## config.mk

```make
export PLATFORM = sky130hd
export DESIGN_NAME = rss_front_flat
export DESIGN_NICKNAME = d
export VERILOG_FILES = /design/src/rtl/rss_pkg.sv /design/src/rtl/rss_if.sv /design/src/rtl/rss_front.sv /design/src/flat_wrapper.sv
export SDC_FILE = /design/constraint.sdc
export NUM_CORES = 1
export LEC_CHECK = 0
export ABC_AREA = 1
export BUFFER_PORTS_ARGS = -buffer_cell sky130_fd_sc_hd__buf_4
export CAP_MARGIN = 10
export CORE_MARGIN = 1.5
export CORE_UTILIZATION = 41
export CTS_BUF_LIST = sky130_fd_sc_hd__clkbuf_4
export DETAILED_ROUTE_END_ITERATION = 7
export GPL_TIMING_DRIVEN = 1
export PLACE_DENSITY = 0.67
export REMOVE_ABC_BUFFERS = 1
export SYNTH_ARGS = -nofsm -noshare
export SYNTH_HDL_FRONTEND = slang
export SYNTH_SLANG_ARGS = --single-unit
```

## constraint.sdc

```tcl
create_clock -name clk -period 5.69 [get_ports clk]
set_input_delay 1.138 -clock clk [delete_from_list [all_inputs] [get_ports clk]]
set_output_delay 1.138 -clock clk [all_outputs]
set_load 0.1 [all_outputs]
```

## src/rtl/rss_pkg.sv

```systemverilog
`timescale 1ns / 1ps
`default_nettype none
// ----------------------------------------------------------------------------
// rss supervisor package
// shared types, operation codes and fixed point constants
// ----------------------------------------------------------------------------
package rss_pkg;

    localparam int FRAC_BITS_DEF = 8;
    localparam int CFG_IDX_W = 3;
    localparam int CFG_DATA_W = 16;

    localparam logic [1:0] OP_BEGIN = 2'd0;
    localparam logic [1:0] OP_RISK  = 2'd1;
    localparam logic [1:0] OP_MERGE = 2'd2;
    localparam logic [1:0] OP_END   = 2'd3;

    localparam logic [2:0] CFG_RESPONSE  = 3'd0;
    localparam logic [2:0] CFG_MAX_ACCEL = 3'd1;
    localparam logic [2:0] CFG_COMFORT   = 3'd2;
    localparam logic [2:0] CFG_LEAD      = 3'd3;
    localparam logic [2:0] CFG_TTC       = 3'd4;
    localparam logic [2:0] CFG_MTIME     = 3'd5;
    localparam logic [2:0] CFG_MPROB     = 3'd6;

    localparam logic [2:0] RSN_NONE  = 3'd0;
    localparam logic [2:0] RSN_GAP   = 3'd1;
    localparam logic [2:0] RSN_RSS   = 3'd2;
    localparam logic [2:0] RSN_CRIT  = 3'd3;
    localparam logic [2:0] RSN_MERGE = 3'd4;

    localparam logic [1:0] LVL_NONE  = 2'd0;
    localparam logic [1:0] LVL_VETO  = 2'd1;
    localparam logic [1:0] LVL_CLAMP = 2'd2;
    localparam logic [1:0] LVL_EMERG = 2'd3;

    typedef struct packed {
        logic [1:0]  operation;
        logic [15:0] host_speed;
        logic [15:0] lead_speed;
        logic [17:0] lead_gap;
        logic [15:0] planned_speed;
        logic        lane_change_request;
        logic        gap_accepted;
        logic [7:0]  gap_reason_code;
        logic        event_flag;
        logic [15:0] event_time;
        logic [8:0]  merge_probability;
    } in_item_t;

    typedef struct packed {
        logic [15:0]        speed_command;
        logic signed [11:0] accel_command;
        logic [1:0]         action_level;
        logic               lane_veto;
        logic               clamp_active;
        logic               hard_brake;
        logic [2:0]         reason_code;
        logic [7:0]         veto_reason;
        logic [23:0]        safe_distance;
        logic [31:0]        veto_total;
        logic [31:0]        intervention_total;
    } out_item_t;

    typedef struct packed {
        logic [15:0] reaction_time;
        logic [15:0] max_accel;
        logic [15:0] comfort_brake;
        logic [15:0] lead_brake;
        logic [15:0] critical_ttc_limit;
        logic [15:0] merge_time_limit;
        logic [8:0]  merge_prob_limit;
    } cfg_t;

    // c * 2^f rounded half up, c given in tenths
    function automatic int fx_tenths(input int tenths, input int f);
        return ((tenths << f) + 5) / 10;
    endfunction

endpackage
`default_nettype wire

```

## src/rtl/rss_if.sv

```systemverilog
`timescale 1ns / 1ps
`default_nettype none
// ----------------------------------------------------------------------------
// rss channel interfaces
// valid/ready channels for input items and result items
// ----------------------------------------------------------------------------
interface rss_in_if import rss_pkg::*; ();
    logic     valid;
    logic     ready;
    in_item_t data;
    modport source (output valid, output data, input ready);
    modport sink (input valid, input data, output ready);
endinterface

`default_nettype wire

```

## src/rtl/rss_front.sv

```systemverilog
`timescale 1ns / 1ps
`default_nettype none
// ----------------------------------------------------------------------------
// rss front end
// accepts input transactions into a short queue
// ----------------------------------------------------------------------------
module rss_front
    import rss_pkg::*;
(
    input  wire logic clk,
    input  wire logic rst_n,
    rss_in_if.sink    in_ch,
    input  wire logic pop,
    output logic      q_valid,
    output in_item_t  q_item
);
    logic [1:0] cnt_reg;
    logic       wp_reg;
    logic       rp_reg;
    in_item_t   mem [2];
    logic       push;

    assign in_ch.ready = cnt_reg != 2'd2;
    assign push = in_ch.valid && in_ch.ready;
    assign q_valid = cnt_reg != 2'd0;
    assign q_item = mem[rp_reg];

    always_ff @(posedge clk or negedge rst_n)
    begin
        if (!rst_n)
        begin
            cnt_reg <= '0;
            wp_reg  <= 1'b0;
            rp_reg  <= 1'b0;
        end
        else
        begin
            if (push)
                wp_reg <= ~wp_reg;
            if (pop)
                rp_reg <= ~rp_reg;
            cnt_reg <= cnt_reg + {1'b0, push} - {1'b0, pop};
        end
    end

    always_ff @(posedge clk)
    begin
        if (push)
            mem[wp_reg] <= in_ch.data;
    end
endmodule
`default_nettype wire

```

## src/flat_wrapper.sv

```systemverilog
// flat-port wrapper written by rule: the top's interface ports become plain ports
module rss_front_flat import rss_pkg::*;
  (clk, rst_n, pop, q_valid, q_item, in_ch_valid, in_ch_data, in_ch_ready);
  rss_in_if in_ch_i ();
  input  wire logic clk;
  input  wire logic rst_n;
  input  wire logic pop;
  output logic q_valid;
  output in_item_t q_item;
  input wire logic [$bits(in_ch_i.valid)-1:0] in_ch_valid;
  input wire logic [$bits(in_ch_i.data)-1:0] in_ch_data;
  output wire logic [$bits(in_ch_i.ready)-1:0] in_ch_ready;
  assign in_ch_i.valid = in_ch_valid;
  assign in_ch_i.data = in_ch_data;
  assign in_ch_ready = in_ch_i.ready;
  rss_front u_core (.clk(clk), .rst_n(rst_n), .in_ch(in_ch_i), .pop(pop), .q_valid(q_valid), .q_item(q_item));
endmodule
```

# Yosys cells after proc, flatten, opt, wreduce, memory -nomap -nowiden
# Memories as Yosys holds them, arrays and structs flattened.
# Cells that the tools add are included.
# op_classes
n_addsub	2
n_eq_ne	1
muxes	2
bitwise_logic	2
reduce_logical	2
# op_table
cell	count
2-bit by 1-bit adder with 2-bit output	1
1-bit two-way mux	2
2-bit != test, second input constant	1
1-bit NOT	2
2-bit nonzero test	1
2-bit by 1-bit subtractor with 2-bit output	1
1-bit logical AND	1
# word_totals
reg_bits	4
ram_bits	208
input_bits	108
word_cells	13
memories	1
# mem_list
memory	depth	word_bits	read_ports	rd_clocked_by_memory_dff	wr	line	text
u_core.mem	2	104	1	0	1	rss_front.sv:20	in_item_t mem [2];

# Depth between registers and ports, before layout
# Gate-level depths: netlist of run 1.
# depth
ltp_word	4
mapped_depth	8

# Worst setup path before layout of run 1
# OpenSTA, ideal clock, no wires.
# synth_path
kind	register to register
startpoint	register u_core.cnt_reg[1]
endpoint	memory u_core.mem[1][0] (netlist bit) (enable)
setup_ns	0.570
arrival_time_ns	5.719
required_ns	5.120
path_slack_ns	-0.598
path_stages_with_launch	4
synth_period_minus_slack_ns	6.288
path_cell_list	dfrtp_1 -> nand2_1 -> nand2_1 -> nor2_1
# synth_via
elab_chain_len	4
# synth_lines
element	line	text
start, declared	rss_front.sv:17	logic [1:0] cnt_reg;
start signal, assigned	rss_front.sv:42	cnt_reg <= cnt_reg + {1'b0, push} - {1'b0, pop};
2-bit != test	rss_front.sv:23	assign in_ch.ready = cnt_reg != 2'd2;
named net in_ch_ready	flat_wrapper.sv:12	output wire logic [$bits(in_ch_i.ready)-1:0] in_ch_ready;
1-bit logical AND	rss_front.sv:24	assign push = in_ch.valid && in_ch.ready;
1-bit two-way mux	rss_front.sv:48	if (push)
1-bit two-way mux (implied by the code)	rss_front.sv:49	mem[wp_reg] <= in_ch.data;
end, declared	rss_front.sv:20	
# The timed path passes the listed nets, and every way through them passes these cells.

==> results of run 1 <==
[cells in the mapped netlist]
master	instances	area, um^2
nor2_1	4	15.0
inv_1	7	26.3
dfrtp_1	4	100
xor2_1	2	17.5
mux2_2	54	608
buf_12	5	100
buf_2	5	25.0
mux2_4	50	751
buf_8	1	15.0
buf_6	1	11.3
nand3_1	2	10.0
nand2_1	8	30.0
ha_1	1	12.5
a21oi_1	1	5.00
edfxtp_1	208	6250
[cell type report]
| type | count | area (um^2) |
|---|---|---|
| clock buffers | 77 | 578 |
| well taps | 260 | 325 |
| repair buffers | 217 | 1650 |
| inverters | 7 | 26.3 |
| fillers | 1562 | 8440 |
| clock inverters | 8 | 56.3 |
| flip-flops and latches | 212 | 6350 |
| multi-input cells | 122 | 1460 |
[worst reg2reg max path: stages, from the launching register on]
cell	delay (ns)
dfrtp_1	0.41
nand2_1	0.12
nand2_1	0.17
nor2_4	0.75
buf_12	0.42
[layout by cell type, fill, tap and decap left out]
| master | n |
|---|---|
| xor2_1 | 2 |
| dfrtp_4 | 1 |
| clkinv_1 | 5 |
| inv_2 | 2 |
| nor2_1 | 2 |
| dfrtp_1 | 3 |
| buf_12 | 2 |
| buf_4 | 215 |
| nor2_4 | 2 |
| mux2_2 | 54 |
| clkbuf_4 | 77 |
| bufinv_16 | 1 |
| a21oi_1 | 1 |
| edfxtp_1 | 208 |
| nand2_1 | 8 |
| mux2_4 | 50 |
| ha_1 | 1 |
| inv_1 | 7 |
| nand3_1 | 2 |
[path summary, 6_finish.rpt]
path                                     end  slack [ns]  cells past startpoint
max                               q_item[18]        1.84                      3
min                        u_core.cnt_reg[0]        0.28                      1
max reg2reg                u_core.mem[1][92]        3.31                      4
min reg2reg                    u_core.wp_reg        0.59                      2
max in group asynchronous      u_core.rp_reg        5.29                      1
min in group clk               u_core.wp_reg        0.59                      2
[per-layer routing]
metal  routed length (um)  part of all wire (%)  up-vias  global-route usage, %
met2                 7830                    52      173                   25.9
met1                 5760                    38     1998                   15.6
met5                    0                     0        -                      0
met3                 1300                   8.6       21                   5.92
li1                     -                     -     1939                      -
met4                  275                   1.8        0                   5.97
[per-stage QoR]
stage,cells,worst slack (ns)
after global placement,818,2.47
after floorplan,341,-0.598
after detailed placement,818,2.46
final,903,1.84
after CTS,903,1.73
after global routing,903,1.66
[logic make-up after synthesis]
group,Yosys count,synth area share [%]
muxes,104,17.0
DFF,212,79.6
xor gates and xnor gates,2,0.220
buffers and inverters,19,2.23
AOI/OAI and AO/OA,1,0.0627
adders and majority gates,1,0.157
and+or+nand+nor,14,0.690
==> reports/qor.csv, run 1 <==
stage,metric,value,unit
outcome,status,finished clean,
die,Die Wd,142,um
timing,Min Hold Slack,0.284,ns
critical_path,CP max FO,58,
timing,worst slew pin tran,0.933,ns
critical_path,CP max-delay cell,dfrtp_4,
critical_path,Crit Path Category,reg2out,
grt,GRT Overall Usage,14.7,%
cts,Clock Root Buffer,clkbuf_4,
timing,setup TNS,0,ns
cts,Clock Path Buffers,3,
detailed_routing,ANT nets after route,0,
detailed_routing,drt drc,0,
placed_design,Area after DPL,9820,um^2
timing,worst clock skew,0.0303,ns
final_layout,Area Overhead vs Synth,31.1,%
placed_design,Port Buf Inserts,213,
grt,vias in the first global route,4580,
critical_path,"slowest stage delay, CP",0.96,ns
logic_synthesis,combined area of all synthesized cells,7970,um^2
placed_design,Final GP Congestion,0.739,
die,initial core utilization,42.2,%
grt,global-route wire length before repair,22.7,mm
cts,# resized after CTS,0,
timing,final hold violations,0,
die,I/O pins,214,
logic_synthesis,post-synthesis cell count,353,
die,die area,20300,um^2
final_layout,fraction of layout cells with a size suffix above 1,62.8,%
logic_synthesis,Synthesis Warnings,0,
die,floorplan row count,50,
detailed_routing,initial DRC count,135,
cts,CTS tree,yes,
cts,# hold bufs at CTS,0,
final_layout,Largest register FFs,208,
cts,setup repair bufs after CTS,0,
timing,Max Slew Vio Count,0,
critical_path,Setup crit start kind,flop,
critical_path,Buf/Inv on CP,2,
critical_path,CP endpoint kind,primary output,
logic_synthesis,register area share after synthesis,79.6,%
timing,Slew headroom,37.6,%
critical_path,data arrival time of the critical path,2.71,ns
final_layout,antenna cells,0,
detailed_routing,Total Wirelength,15.2,mm
final_layout,fin util,55.3,%
detailed_routing,Pre-Repair DR Iteration Count,4,
final_layout,Final nets,723,
detailed_routing,drt via density,4.57,
die,Die Height,142,um
timing,Tmin final,3.85,ns
critical_path,CP Cell Sequence,"buf_12, mux2_2, buf_4",
final_layout,fin area,10500,um^2
detailed_routing,WL/cell,16.8,um
die,core outline area,18900,um^2
timing,Fmax,260,MHz
timing,unrepaired setup endpoints after global routing,no,
grt,initial antenna violation count,0,
cts,clock insertion delay at the later pin of the skew report,0.64,ns
cts,clock sink count,212,
cts,Clock transition at path regs,0.06,ns
critical_path,critical path startpoint,u_core.rp_reg,
flow_run,max-cap viol count,0,
timing,final period utilization,67.6,%
grt,"Remaining Overflow, GRT",0,
logic_synthesis,Synth cell types,15,
cts,total CTS buffers,54,
cts,# H-tree levels,2,
logic_synthesis,register bit count reported by yosys,212,
placed_design,DP Wirelength,9.52,mm
critical_path,Worst path top cell family by delay,flip-flops,
logic_synthesis,syn avg cell area,22.6,um^2
min_path,HP Class,in2async,
critical_path,Reg-to-Reg Start,u_core.cnt_reg[1],
detailed_routing,vias post-DR,4131,
critical_path,"Req. time, crit path",4.55,ns
timing,final setup fails,0,
grt,largest net degree at the start of global routing,76,
Power of run 1 is not shown: default switching activity piles up to over one toggle a cycle in this logic, so the estimate is an artifact.
==> inputs of run 2 (changes only) <==
--- a/config.mk
+++ b/config.mk
@@ -13,7 +13,6 @@
 export CTS_BUF_LIST = sky130_fd_sc_hd__clkbuf_4
 export DETAILED_ROUTE_END_ITERATION = 7
 export GPL_TIMING_DRIVEN = 1
-export PLACE_DENSITY = 0.67
 export REMOVE_ABC_BUFFERS = 1
 export SYNTH_ARGS = -nofsm -noshare
 export SYNTH_HDL_FRONTEND = slang
==> constraint.sdc (replaced) <==
create_clock -name clk -period 3.6 [get_ports clk]
set_input_delay 0.72 -clock clk [delete_from_list [all_inputs] [get_ports clk]]
set_output_delay 0.72 -clock clk [all_outputs]
set_load 0.1 [all_outputs]
==> run 2 against run 1 <==
Net effect:
- register-to-register slack worse by 1.7 ns
- first-iteration DRC count down 18%
- die area unchanged
- flip-flop and latch count unchanged
- non-clock buffer count up 3
- wire length down 1.4%
- global-route usage down 0.29 points
- utilization about the same
- critical path depth unchanged
- critical path type unchanged
==> reports/qor.csv, run 2 (synthesized netlist as in run 1, its figures left out) <==
stage,metric,value,unit
outcome,status,finished clean,
critical_path,"Req. time, crit path",2.88,ns
timing,Max Slew Vio Count,0,
cts,Clock Path Buffers,3,
critical_path,Crit Path Category,reg2out,
die,Die Height,142,um
grt,"Remaining Overflow, GRT",0,
critical_path,data arrival time of the critical path,2.44,ns
placed_design,Final GP Congestion,0.728,
detailed_routing,Total Wirelength,15.0,mm
cts,# H-tree levels,2,
cts,clock sink count,212,
placed_design,Port Buf Inserts,213,
detailed_routing,WL/cell,16.5,um
final_layout,most frequent cells in the layout,"buf_4, edfxtp_1, clkbuf_4",
final_layout,"most common cell after layout, fill and taps aside",buf_4,
timing,unrepaired setup endpoints after global routing,no,
cts,Clock transition at path regs,0.07,ns
timing,Slew headroom,39.8,%
critical_path,CP endpoint kind,primary output,
timing,worst clock skew,0.0219,ns
cts,clock insertion delay at the later pin of the skew report,0.62,ns
final_layout,fraction of layout cells with a size suffix above 1,62.8,%
critical_path,CP max-delay cell,dfrtp_4,
timing,Tmin final,3.16,ns
final_layout,# fillers,1577,
critical_path,"slowest stage delay, CP",0.83,ns
die,die area,20300,um^2
final_layout,antenna cells,0,
grt,GRT Overall Usage,14.4,%
die,initial core utilization,42.2,%
detailed_routing,initial DRC count,111,
flow_run,max-cap viol count,0,
timing,final setup fails,0,
final_layout,Final nets,726,
timing,Fmax,317,MHz
detailed_routing,vias post-DR,4125,
die,I/O pins,214,
grt,vias in the first global route,4447,
timing,final period utilization,87.7,%
die,Die Wd,142,um
grt,global-route wire length before repair,22.2,mm
critical_path,R2R cell count,4,
die,floorplan row count,50,
min_path,HP Class,in2reg,
critical_path,CP Cell Sequence,"buf_12, mux2_2, buf_4",
detailed_routing,drt via density,4.56,
cts,Clock Root Buffer,clkbuf_4,
final_layout,Largest register FFs,208,
final_layout,Area Overhead vs Synth,31.1,%
timing,worst slew pin tran,0.903,ns
placed_design,DP Wirelength,9.56,mm
detailed_routing,drt drc,0,
detailed_routing,ANT nets after route,0,
cts,setup repair bufs after CTS,0,
grt,largest net degree at the start of global routing,65,
die,core outline area,18900,um^2
grt,initial antenna violation count,1,
critical_path,Setup crit start kind,flop,
detailed_routing,Pre-Repair DR Iteration Count,4,
cts,CTS tree,yes,
min_path,Worst Hold Depth,1,
timing,final hold violations,0,
critical_path,CP max FO,39,
timing,setup TNS,0,ns
cts,total CTS buffers,54,
-- run 2: cell types whose count changed in the layout (fill, tap and decap cells not counted) --
| cell | previous run | this run |
|---|---|---|
| dlygate4sd3_1 | 0 | 1 |
| clkbuf_4 | 77 | 78 |
| inv_2 | 2 | 1 |
| buf_4 | 215 | 217 |
| bufinv_16 | 1 | 0 |
-- run 2: area by class of cell --
type | instances | area (um^2) | share of cell area [%]
flip-flops and latches | 212 | 6350 | 60.7
well taps | 260 | 325 | 3.11
repair buffers | 220 | 1680 | 16.1
clock buffers | 78 | 586 | 5.60
multi-input cells | 122 | 1460 | 14.0
clock inverters | 6 | 22.5 | 0.215
inverters | 7 | 26.3 | 0.251
-- run 2: stage by stage --
step                      instances  setup slack, ns  hold WS [ns]  area, um^2  utilization (%)
after floorplan                 341            -2.69         0.424        7820                -
after global placement          820             1.08         0.517        9830             52.1
after detailed placement        820             1.05         0.520        9830             52.1
after CTS                       905            0.340         0.204       10500             55.3
after global routing            905            0.299         0.213       10500             55.3
final                           905            0.442         0.286       10500             55.3
-- run 2: worst max-delay path, delay by kind of cell (launching register included) --
| kind | cells | cell delay (ns) |
|---|---|---|
| DFF | 1 | 0.83 |
| muxes | 1 | 0.38 |
| buffers and inverters | 2 | 0.56 |
-- run 2: layer usage --
metal  share of wire [%]  vias up  track usage, %
met5               0.087        -               0
met4                 2.3        2            6.35
met3                  10       35            6.73
met2                  47      178            22.9
met1                  40     1974            16.6
li1                    -     1936               -
-- run 2: worst paths after layout --
path / slack, ns / startpoint / endpoint
worst max-delay path: 0.44 / u_core.rp_reg / q_item[13]
worst min-delay path: 0.29 / in_ch_data[84] / u_core.mem[1][84]
worst max register to register: 1.58 / u_core.cnt_reg[1] / u_core.mem[1][43]
worst min register to register: 0.61 / u_core.wp_reg / u_core.wp_reg
max in group asynchronous: 3.03 / rst_n / u_core.rp_reg
min in group asynchronous: 0.46 / rst_n / u_core.rp_reg
-- run 2: what timing repair did --
item | 4_1_cts | 5_1_grt
hold endpoints to repair | 4 | 0
hold buffers | 1 | 0
gates resized for setup | 0 | 0
Power of run 2 is left out for the same reason.
